--- config.mk ---
export PLATFORM = sky130hd
export DESIGN_NAME = tpms_frame_builder_unit
export DESIGN_NICKNAME = d
export VERILOG_FILES = /design/src/sv/tpmsfb_pkg.sv /design/src/sv/tpmsfb_crc.sv /design/src/sv/tpmsfb_coder.sv /design/src/sv/tpms_frame_builder_unit.sv
export SDC_FILE = /design/constraint.sdc
export NUM_CORES = 1
export LEC_CHECK = 0
export ABC_AREA = 1
export BUFFER_PORTS_ARGS = -buffer_cell sky130_fd_sc_hd__buf_2
export CORE_MARGIN = 5
export CORE_UTILIZATION = 35
export CTS_CLUSTER_DIAMETER = 150
export DETAILED_ROUTE_END_ITERATION = 16
export SLEW_MARGIN = 20
export SYNTH_ARGS = -nofsm -noshare
export SYNTH_HDL_FRONTEND = slang
export SYNTH_SLANG_ARGS = --single-unit
--- constraint.sdc ---
create_clock -name clk -period 2.9 [get_ports clk]
set_clock_uncertainty 0.05 [all_clocks]
set_input_delay 0.145 -clock clk [delete_from_list [all_inputs] [get_ports clk]]
set_output_delay 0.145 -clock clk [all_outputs]
set_load 0.02 [all_outputs]
--- src/sv/tpmsfb_pkg.sv ---
// ----------------------------------------------------------------------------
// tpmsfb_pkg
// Shared constants and types for the tire-sensor frame builder: frame
// geometry, preamble pattern, register indexes and CRC unit control.
// ----------------------------------------------------------------------------
`default_nettype none

package tpmsfb_pkg;

	// Frame geometry
	localparam int unsigned FRAME_NIBBLES   = 45;
	localparam int unsigned PREAMBLE_NIBS   = 8;
	localparam int unsigned CODED_NIBS      = 36;
	localparam int unsigned PAYLOAD_BYTES   = 8;
	localparam int unsigned NIB_IDX_W       = 6;
	localparam int unsigned CRC_IDX_W       = 4;

	localparam logic [31:0] PREAMBLE        = 32'h5555_5556;
	localparam logic [NIB_IDX_W-1:0] LAST_NIB_IDX = NIB_IDX_W'(FRAME_NIBBLES - 1);
	localparam logic [NIB_IDX_W-1:0] CODED_END_IDX =
		NIB_IDX_W'(PREAMBLE_NIBS + CODED_NIBS);

	// Configuration registers
	localparam logic [15:0] FILLER_RESET    = 16'hFFFF;
	localparam logic [7:0]  CRC_INIT        = 8'h00;

	typedef enum logic {
		CFG_POLARITY = 1'b0,
		CFG_FILLER   = 1'b1
	} cfg_idx_t;

	// Control from the sequencer to the CRC unit
	typedef struct packed {
		logic clear;
		logic step;
	} crc_ctrl_t;

endpackage

`default_nettype wire

--- src/sv/tpmsfb_crc.sv ---
// ----------------------------------------------------------------------------
// tpmsfb_crc
// CRC-8 accumulator (poly 0x07, MSB first); folds in one byte per step.
// ----------------------------------------------------------------------------
`default_nettype none

module tpmsfb_crc
	import tpmsfb_pkg::*;
(
	input  wire logic      clk,
	input  wire logic      arst_n,
	input  wire crc_ctrl_t ctrl,
	input  wire logic [7:0] data,
	output logic [7:0]     crc
);

	localparam logic [7:0] POLY = 8'h07;

	logic [7:0] crc_q;
	logic [7:0] next_w;

	// One byte through the polynomial divider, eight bit steps
	always_comb begin
		next_w = crc_q ^ data;
		for (int k = 0; k < 8; k++) begin
			if (next_w[7]) begin
				next_w = {next_w[6:0], 1'b0} ^ POLY;
			end else begin
				next_w = {next_w[6:0], 1'b0};
			end
		end
	end

	// Hold, clear or advance the accumulator
	always_ff @(posedge clk or negedge arst_n) begin
		if (!arst_n) begin
			crc_q <= CRC_INIT;
		end else if (ctrl.clear) begin
			crc_q <= CRC_INIT;
		end else if (ctrl.step) begin
			crc_q <= next_w;
		end
	end

	assign crc = crc_q;

endmodule

`default_nettype wire

--- src/sv/tpmsfb_coder.sv ---
// ----------------------------------------------------------------------------
// tpmsfb_coder
// Forms the line nibble for a frame position: preamble, Manchester-coded
// payload and checksum, or the trailing zero nibble.
// ----------------------------------------------------------------------------
`default_nettype none

module tpmsfb_coder
	import tpmsfb_pkg::*;
(
	input  wire logic [NIB_IDX_W-1:0] nib_idx,
	input  wire logic [63:0]          payload,
	input  wire logic [7:0]           crc,
	input  wire logic                 polarity,
	output logic [3:0]                nibble
);

	logic [7:0]           bytes_w [PAYLOAD_BYTES+1];
	logic [NIB_IDX_W-1:0] coded_idx;
	logic [3:0]           byte_sel;
	logic [7:0]           sel_byte;
	logic [1:0]           pairs_w [4];
	logic [1:0]           pair;
	logic                 b_hi;
	logic                 b_lo;
	logic [31:0]          pre_shift;

	// Split the payload word into bytes, checksum last
	always_comb begin
		for (int i = 0; i < PAYLOAD_BYTES; i++) begin
			bytes_w[i] = payload[63 - 8*i -: 8];
		end
		bytes_w[PAYLOAD_BYTES] = crc;
	end

	// Two data bits per coded nibble
	assign coded_idx = nib_idx - NIB_IDX_W'(PREAMBLE_NIBS);
	assign byte_sel  = coded_idx[5:2];
	assign sel_byte  = bytes_w[byte_sel];
	assign pairs_w[0] = sel_byte[7:6];
	assign pairs_w[1] = sel_byte[5:4];
	assign pairs_w[2] = sel_byte[3:2];
	assign pairs_w[3] = sel_byte[1:0];
	assign pair = pairs_w[coded_idx[1:0]];
	assign b_hi = pair[1] ^ polarity;
	assign b_lo = pair[0] ^ polarity;

	assign pre_shift = PREAMBLE << {nib_idx[2:0], 2'b00};

	// Select the frame section
	always_comb begin
		priority if (nib_idx < NIB_IDX_W'(PREAMBLE_NIBS)) begin
			nibble = pre_shift[31:28];
		end else if (nib_idx < CODED_END_IDX) begin
			nibble = {b_hi, ~b_hi, b_lo, ~b_lo};
		end else begin
			nibble = 4'b0000;
		end
	end

endmodule

`default_nettype wire

--- src/sv/tpms_frame_builder_unit.sv ---
// After a reading transfer the sequencer enters run, then loads the first nibble into the output register.
// Throughput: one nibble per cycle while the output does not stall;
// the next reading is taken once the last nibble sits in the output register.
// The CRC unit folds one byte per cycle, eight bytes in all, alongside the preamble output.
// Reset: sequencer idle, no output valid, polarity 0, filler word 0xFFFF, CRC 0.
// ----------------------------------------------------------------------------
// tpms_frame_builder_unit
// Builds a 180-bit tire-sensor transmit frame from one reading and sends
// it out as 45 nibbles, first-sent bit in the MSB, with a last mark.
// ----------------------------------------------------------------------------
`default_nettype none

module tpms_frame_builder_unit
	import tpmsfb_pkg::*;
(
	input  wire logic        clk,
	input  wire logic        arst_n,
	// Configuration write channel
	input  wire logic        cfg_valid,
	output logic             cfg_ready,
	input  wire logic        cfg_index,
	input  wire logic [15:0] cfg_data,
	// Reading channel
	input  wire logic        in_valid,
	output logic             in_stall,
	input  wire logic [23:0] sensor_id,
	input  wire logic [9:0]  pressure_code,
	input  wire logic [7:0]  temperature_code,
	input  wire logic [5:0]  flag_bits,
	// Nibble channel
	output logic             out_valid,
	input  wire logic        out_stall,
	output logic [3:0]       symbol_nibble,
	output logic             last_nibble
);

	typedef enum logic {
		ST_IDLE,
		ST_RUN
	} state_t;

	state_t               state_q;
	logic                 polarity_q;
	logic [15:0]          filler_q;
	logic [63:0]          payload_q;
	logic [NIB_IDX_W-1:0] nib_q;
	logic [CRC_IDX_W-1:0] crc_idx_q;
	logic                 out_valid_q;
	logic [3:0]           symbol_q;
	logic                 last_q;

	logic       in_xfer;
	logic       load;
	crc_ctrl_t  crc_ctrl;
	logic [7:0] crc_w;
	logic [7:0] crc_byte_w;
	logic [3:0] nibble_w;

	assign cfg_ready = 1'b1;

	// Configuration registers
	always_ff @(posedge clk or negedge arst_n) begin
		if (!arst_n) begin
			polarity_q <= 1'b0;
			filler_q   <= FILLER_RESET;
		end else if (cfg_valid && cfg_ready) begin
			unique case (cfg_idx_t'(cfg_index))
				CFG_POLARITY: polarity_q <= cfg_data[0];
				CFG_FILLER:   filler_q   <= cfg_data;
				default:      ;
			endcase
		end
	end

	assign in_stall = (state_q != ST_IDLE);
	assign in_xfer  = in_valid && !in_stall;
	assign load     = (state_q == ST_RUN) && (!out_valid_q || !out_stall);

	// Capture the payload word, id bytes reversed
	always_ff @(posedge clk) begin
		if (in_xfer) begin
			payload_q <= {flag_bits, pressure_code, temperature_code,
				sensor_id[7:0], sensor_id[15:8], sensor_id[23:16], filler_q};
		end
	end

	// CRC runs over the eight payload bytes while the preamble goes out
	assign crc_ctrl.clear = in_xfer;
	assign crc_ctrl.step  = (state_q == ST_RUN) && !crc_idx_q[CRC_IDX_W-1];
	assign crc_byte_w     = payload_q[63 - 8*crc_idx_q[2:0] -: 8];

	tpmsfb_crc u_crc (
		.clk    (clk),
		.arst_n (arst_n),
		.ctrl   (crc_ctrl),
		.data   (crc_byte_w),
		.crc    (crc_w)
	);

	tpmsfb_coder u_coder (
		.nib_idx  (nib_q),
		.payload  (payload_q),
		.crc      (crc_w),
		.polarity (polarity_q),
		.nibble   (nibble_w)
	);

	// Sequencer and output register
	always_ff @(posedge clk or negedge arst_n) begin
		if (!arst_n) begin
			state_q     <= ST_IDLE;
			nib_q       <= '0;
			crc_idx_q   <= '0;
			out_valid_q <= 1'b0;
			symbol_q    <= '0;
			last_q      <= 1'b0;
		end else begin
			if (crc_ctrl.step) begin
				crc_idx_q <= crc_idx_q + 1'b1;
			end
			unique case (state_q)
				ST_IDLE: begin
					if (out_valid_q && !out_stall) begin
						out_valid_q <= 1'b0;
					end
					if (in_xfer) begin
						state_q   <= ST_RUN;
						nib_q     <= '0;
						crc_idx_q <= '0;
					end
				end
				ST_RUN: begin
					if (load) begin
						out_valid_q <= 1'b1;
						symbol_q    <= nibble_w;
						last_q      <= (nib_q == LAST_NIB_IDX);
						nib_q       <= nib_q + 1'b1;
						if (nib_q == LAST_NIB_IDX) begin
							state_q <= ST_IDLE;
						end
					end
				end
				default: state_q <= ST_IDLE;
			endcase
		end
	end

	assign out_valid     = out_valid_q;
	assign symbol_nibble = symbol_q;
	assign last_nibble   = last_q;

endmodule

`default_nettype wire
Word level (Yosys, flattened, before mapping) --
Cells that the tools add are included.
Storage, ports and cells: bits in registers 106, bits of input ports 70, output and inout bits 8
Operators by class: add/subtract/negate cells 4, $lt $le $gt $ge 4, eq/ne operators 4, shift operators 2, multiplexer cells 31, bitwise logic cells 17, reductions and logical operators 15
Operator list (count):
- $shiftx 71x33->8 | 1
- $bmux 8 s4 | 1
- $mux 8 | 4
- $shl 31x5->32 const A | 1
- $mux 3 | 8
- $not 3->3 | 8
- $mux 4 | 5
- $mux 6 | 2
- $pmux 6 s2 | 1
- $reduce_and 2->1 | 5
- $xor 8x8->8 | 1
- $sub 6x6->7 const A | 1
- $add 6x1->6 const B | 1
- $eq 6x6->1 const B | 1
- $lt 6x4->1 const B | 1
- $lt 6x6->1 const B | 1
- $sub 6x4->6 const B | 1
- $ge 5x5->1 const B | 1
- $mux 1 | 5
- $not 4->5 | 1
- $add 4x1->4 const B | 1
- $bmux 2 s2 | 1
- $logic_and 1x1->1 | 4
- $logic_not 1->1 | 4
- other kinds (10) | 17

Logic depth before layout (Yosys ltp) --
word-level depth 21, mapped depth 16, mapped depth without buffers 15

Modules after synthesis --
From an unflattened synthesis, not the netlist that was laid out.
Unflattened totals: cell total of the unflattened synthesis 788, area total of the unflattened synthesis 6059.6 um^2
Modules (own cells, without submodules):
- tpms_frame_builder_unit | times used 1, cells an instance 413, area an instance 4291.6 um^2
- tpmsfb_coder | times used 1, cells an instance 265, area an instance 1094.8 um^2
- tpmsfb_crc | times used 1, cells an instance 110, area an instance 673.1 um^2

Worst setup path after synthesis --
OpenSTA, ideal clock, no wires.
path kind register to register, start point register state_q, in the netlist in_stall, end point register nib_q[5], library setup time 120 ps, arrival 2319 ps, data required time 2730 ps, setup slack 411 ps, cell stages (with the launch flop) 7, period minus slack after synthesis 2489 ps, path through dfrtp_1 -> inv_1 -> nand2_1 -> inv_1 -> o21ai_0 -> o21ai_0 -> inv_1
Between the ends: longest elaborated chain between the ends 4
RTL lines:
- from (decl) | RTL line tpms_frame_builder_unit.sv:42 | state_t state_q;
- from (signal assigned) | RTL line tpms_frame_builder_unit.sv:111 | state_q <= ST_IDLE;
- from (signal assigned) | RTL line tpms_frame_builder_unit.sv:127 | state_q <= ST_RUN;
- from (signal assigned) | RTL line tpms_frame_builder_unit.sv:139 | state_q <= ST_IDLE;
- $logic_not 1->1 | RTL line tpms_frame_builder_unit.sv:76 | assign in_xfer = in_valid && !in_stall;
- $logic_and 1x1->1 | RTL line tpms_frame_builder_unit.sv:76
- named net in_xfer | RTL line tpms_frame_builder_unit.sv:52 | logic in_xfer;
- $ne 2x2->1 (no line)
- $reduce_and 2->1 (no line)
- to (signal assigned) | RTL line tpms_frame_builder_unit.sv:137 | nib_q <= nib_q + 1'b1;
- to (decl) | RTL line tpms_frame_builder_unit.sv:46 | logic [NIB_IDX_W-1:0] nib_q;
The timed path passes the listed nets, and every way through them passes these cells. A chain may end at the register's enable or synchronous reset.

Worst setup path in the final report --
start point register nib_q[3], end point register symbol_q[1], in the netlist symbol_nibble[1]
Between the ends: longest elaborated chain between the ends 11
RTL lines:
- $sub 6x4->6 | RTL line tpmsfb_coder.sv:37 | assign coded_idx = nib_idx - NIB_IDX_W'(PREAMBLE_NIBS);
- $not 4->5 (implied by the code) | RTL line tpmsfb_coder.sv:39 | assign sel_byte = bytes_w[byte_sel];
- $bmux 8 s4 | RTL line tpmsfb_coder.sv:39
- $mux 8 (implied by the code) (2 in a row) | RTL line tpmsfb_coder.sv:39
- $bmux 2 s2 | RTL line tpmsfb_coder.sv:44 | assign pair = pairs_w[coded_idx[1:0]];
- $mux 2 (implied by the code) (2 in a row) | RTL line tpmsfb_coder.sv:44
- $xor 1x1->1 | RTL line tpmsfb_coder.sv:46 | assign b_lo = pair[0] ^ polarity;
- $mux 4 | RTL line tpmsfb_coder.sv:54 | end else if (nib_idx < CODED_END_IDX) begin
- $mux 4 * | RTL line tpmsfb_coder.sv:52 | priority if (nib_idx < NIB_IDX_W'(PREAMBLE_NIBS)) begin
- to (signal assigned) | RTL line tpms_frame_builder_unit.sv:135 | symbol_q <= nibble_w;
- to (decl) | RTL line tpms_frame_builder_unit.sv:49 | logic [3:0] symbol_q;
Every way passes the cells marked *; elsewhere a longest branch is shown, timed or not. The select of a mux whose other input is x is not followed.

==> results by group <==
Outcome
  • Status: completed

Synthesis
  • Syn Nets: 718
  • Ys Warns: 0
  • FF+latch count, synth: 106
  • Top cells by count, synth: nand2_1, nand3_1, inv_1
  • Top cell type by total area after synthesis: edfxtp_1
  • Most common cell in the netlist: nand2_1
  • Ranking of synthesized cells by area: edfxtp_1, nand2_1, dfrtp_1
  • Cells after Synth: 641
  • Cell variety after synth: 32
  • Post-synth EDFFs: 64
  • Synth async-reset ratio: 39.6%
  • Ys flop type: edfxtp_1
  • Mean post-synth cell area: 8.64 sq um
  • Syn Std Cell Area: 5540 sq um
  • Post-synthesis sequential area ratio: 54.1%
  • Yosys top cell area share: 34.7%

Global route
  • First-pass GRT wire length: 24.6 mm
  • GRT Overall Usage: 17.3%
  • Vias in the first global route: 4858
  • Initial antenna violation count: 0
  • Grt ovf: 0
  • Largest net degree at the start of global routing: 64

Timing
  • Relative max-transition margin: 54.9%
  • Fin crit share: 79.5%
  • Hold Fails Final Rpt: 0
  • Final setup vio count: 0
  • Setup TNS: 0 ns
  • Final worst path period need: 2.30 ns
  • Fmax: 0.434 GHz
  • Tightest Pin Transition: 0.674 ns
  • Fin Hold WS: 0.229 ns
  • RSZ-0062 raised after global routing: false
  • Slew Limit Fails: 0

Floorplan
  • Starting Density: 35.2%
  • Row count: 46
  • Height of the die: 136 um
  • Die area: 18400 sq um
  • Die W: 136 um
  • CORE AREA: 15700 sq um
  • # IOs: 78

Clock tree
  • H-tree depth: 3
  • CTS tree: done
  • Total CTS buffers: 9
  • CTS Root Cell: clkbuf_16
  • Post-CTS Setup Bufs: 0
  • Clock tree sinks: 106
  • Clock Latency Late Sink: 0.36 ns
  • Max clock buf depth: 2
  • CTS clock-pin slew for the worst setup and hold paths: 0.08 ns

Setup path
  • Startpoint type of the worst setup path: flop
  • Critical path arrival: 2.54 ns
  • CP endpoint kind: flop
  • Critical path class: reg -> reg
  • Crit-path max FO: 11
  • WP data required: 3.14 ns

Layout
  • Cell Count, Final, Fillers Out: 1001
  • Fraction of layout instances using a drive strength above 1: 18.2%
  • Nets: 857
  • Fillers: 1521
  • Register area: 2990 sq um
  • Area growth syn-to-layout: 28.4%
  • Multi-input gate area: 2130 sq um
  • Diode count: 0

Placement
  • Routability congestion estimate: 0.927
  • Inst Count DP: 917
  • Port Buffers: 76
  • HPWL after DPL: 10.3 mm

Drt
  • Final antenna-violating net count: 0
  • DRT iter0 DRCs: 415
  • Drt first pass iters: 5
  • Avg WL per Cell: 14.7 um
  • Total wire length: 14.8 mm
  • Via/cell ratio: 4.68
  • DRC violations left: 0
  • Via count: 4689

Power
  • Lkg Pwr: 3.23 nW
  • Peak VDD IR: 0.000406 V
  • PD cells: 945 nW/um^2

Flow run
  • Max cap viols: 0

Hold path
  • Type of the worst min-delay path: in -> reg
==> critical path: stages, from the launching register on <==
cell     delay, ns
dfrtp_1       0.57
inv_2         0.14
ha_1          0.26
xor2_2        0.40
nand3_1       0.13
nand2_1       0.09
inv_1         0.04
nand2_1       0.05
nand3_1       0.07
nand2_1       0.11
nand2_1       0.08
nand2_1       0.06
nand3_1       0.07
a21oi_1       0.13
==> metrics by stage <==
stage	utilization, %	cell area, sq um	power, mW	worst slack [ns]
detailed placement	39.0	6120	5.45	0.578
global route	45.2	7110	7.38	0.228
floorplan	-	5540	4.63	0.411
global placement	39.0	6120	5.44	0.609
CTS	45.2	7110	6.77	0.563
finish	45.2	7110	6.72	0.595
==> power by group <==
part	internal (mW)	leakage, nW	switching [mW]
Sequential	1.92	1.05	0.247
Combinational	1.15	2.03	2.18
Clock	0.632	0.149	0.593
Total	3.70	3.23	3.02
==> logic make-up (layout without fill, tap and decap cells) <==
family | after synthesis | count (layout) | share of synthesized area (%)
buf+inv | 97 | 241 | 7.44
xor+xnor | 8 | 8 | 1.54
fa+ha+maj | 7 | 7 | 1.58
flops | 106 | 106 | 54.1
compound gates | 58 | 58 | 5.83
mux | 15 | 15 | 3.05
simple gates | 349 | 349 | 26.4
other cells | 1 | 1 | 0.0677
==> flip-flops by register name, summed over array words and instances, names as in the netlist <==
register and cells:
crc_idx_q 4, u_crc.crc 8, filler_q 16, last_nibble 1, polarity_q 1, symbol_nibble 4, payload_q 64, in_stall 1
out_valid 1, nib_q 6
==> what timing repair did <==
| item | CTS | global route |
|---|---|---|
| hold endpoints to repair | 92 | 0 |
| hold buffers | 68 | 0 |
| resized for setup | 0 | 0 |
==> cells in the final DEF, fill, tap and decap left out <==
| cell type | instances |
|---|---|
| inv_6 | 4 |
| buf_4 | 9 |
| conb_1 | 1 |
| o22ai_1 | 1 |
| clkinv_8 | 1 |
| nand2_1 | 209 |
| inv_8 | 1 |
| dfrtp_1 | 26 |
| dfstp_2 | 16 |
| ha_1 | 7 |
| edfxtp_1 | 64 |
| inv_1 | 65 |
| o21ai_0 | 21 |
| buf_2 | 75 |
| xor2_2 | 2 |
| nor2_4 | 1 |
| nand3b_1 | 1 |
| a41oi_1 | 1 |
| inv_2 | 6 |
| nand4_1 | 6 |
| nor2_1 | 32 |
| mux2_2 | 15 |
| xor2_1 | 3 |
| clkbuf_16 | 9 |
| clkbuf_8 | 1 |
| o211ai_1 | 9 |
| a21oi_1 | 18 |
| nand2_2 | 1 |
| xnor2_1 | 3 |
| clkinv_1 | 1 |
| nor3_1 | 2 |
| a21oi_2 | 1 |
| a31oi_1 | 1 |
| buf_12 | 1 |
| nand3_1 | 97 |
| dlygate4sd3_1 | 68 |
| o21ai_1 | 6 |
==> per-layer routing <==
layer | GRT usage (%) | routed length (um) | vias to the layer above
li1 | - | - | 2387
met1 | 21.4 | 6550 | 2152
met2 | 29.0 | 7190 | 131
met3 | 4.16 | 737 | 19
met4 | 7.00 | 284 | 0
met5 | 0 | 0 | -
==> cell type report <==
| cell class | count | area share (%) |
|---|---|---|
| clock buffer | 10 | 3.36 |
| clock inverter | 6 | 0.880 |
| inverter | 72 | 3.80 |
| multi-input combinational | 438 | 30.0 |
| sequential | 106 | 42.1 |
| tap | 216 | 3.80 |
| timing repair buffer | 153 | 16.1 |
==> path summary, 6_finish.rpt <==
check                                        startpoint                      endpoint  slack (ns)  cells past startpoint
min in group asynchronous                        arst_n          nib_q[1]$_DFFE_PN0P_        0.30                      2
worst max-delay path               nib_q[3]$_DFFE_PN0P_  symbol_nibble[1]$_DFFE_PN0P_        0.60                     13
max in group asynchronous                        arst_n      u_crc.crc[3]$_DFFE_PN0P_        2.12                      2
worst min-delay path                           in_valid            in_stall$_DFF_PN0_        0.23                      3
worst max register to register     nib_q[3]$_DFFE_PN0P_  symbol_nibble[1]$_DFFE_PN0P_        0.60                     13
worst min register to register  last_nibble$_DFFE_PN0P_       last_nibble$_DFFE_PN0P_        0.43                      2
(Power assumes the default switching activity.)
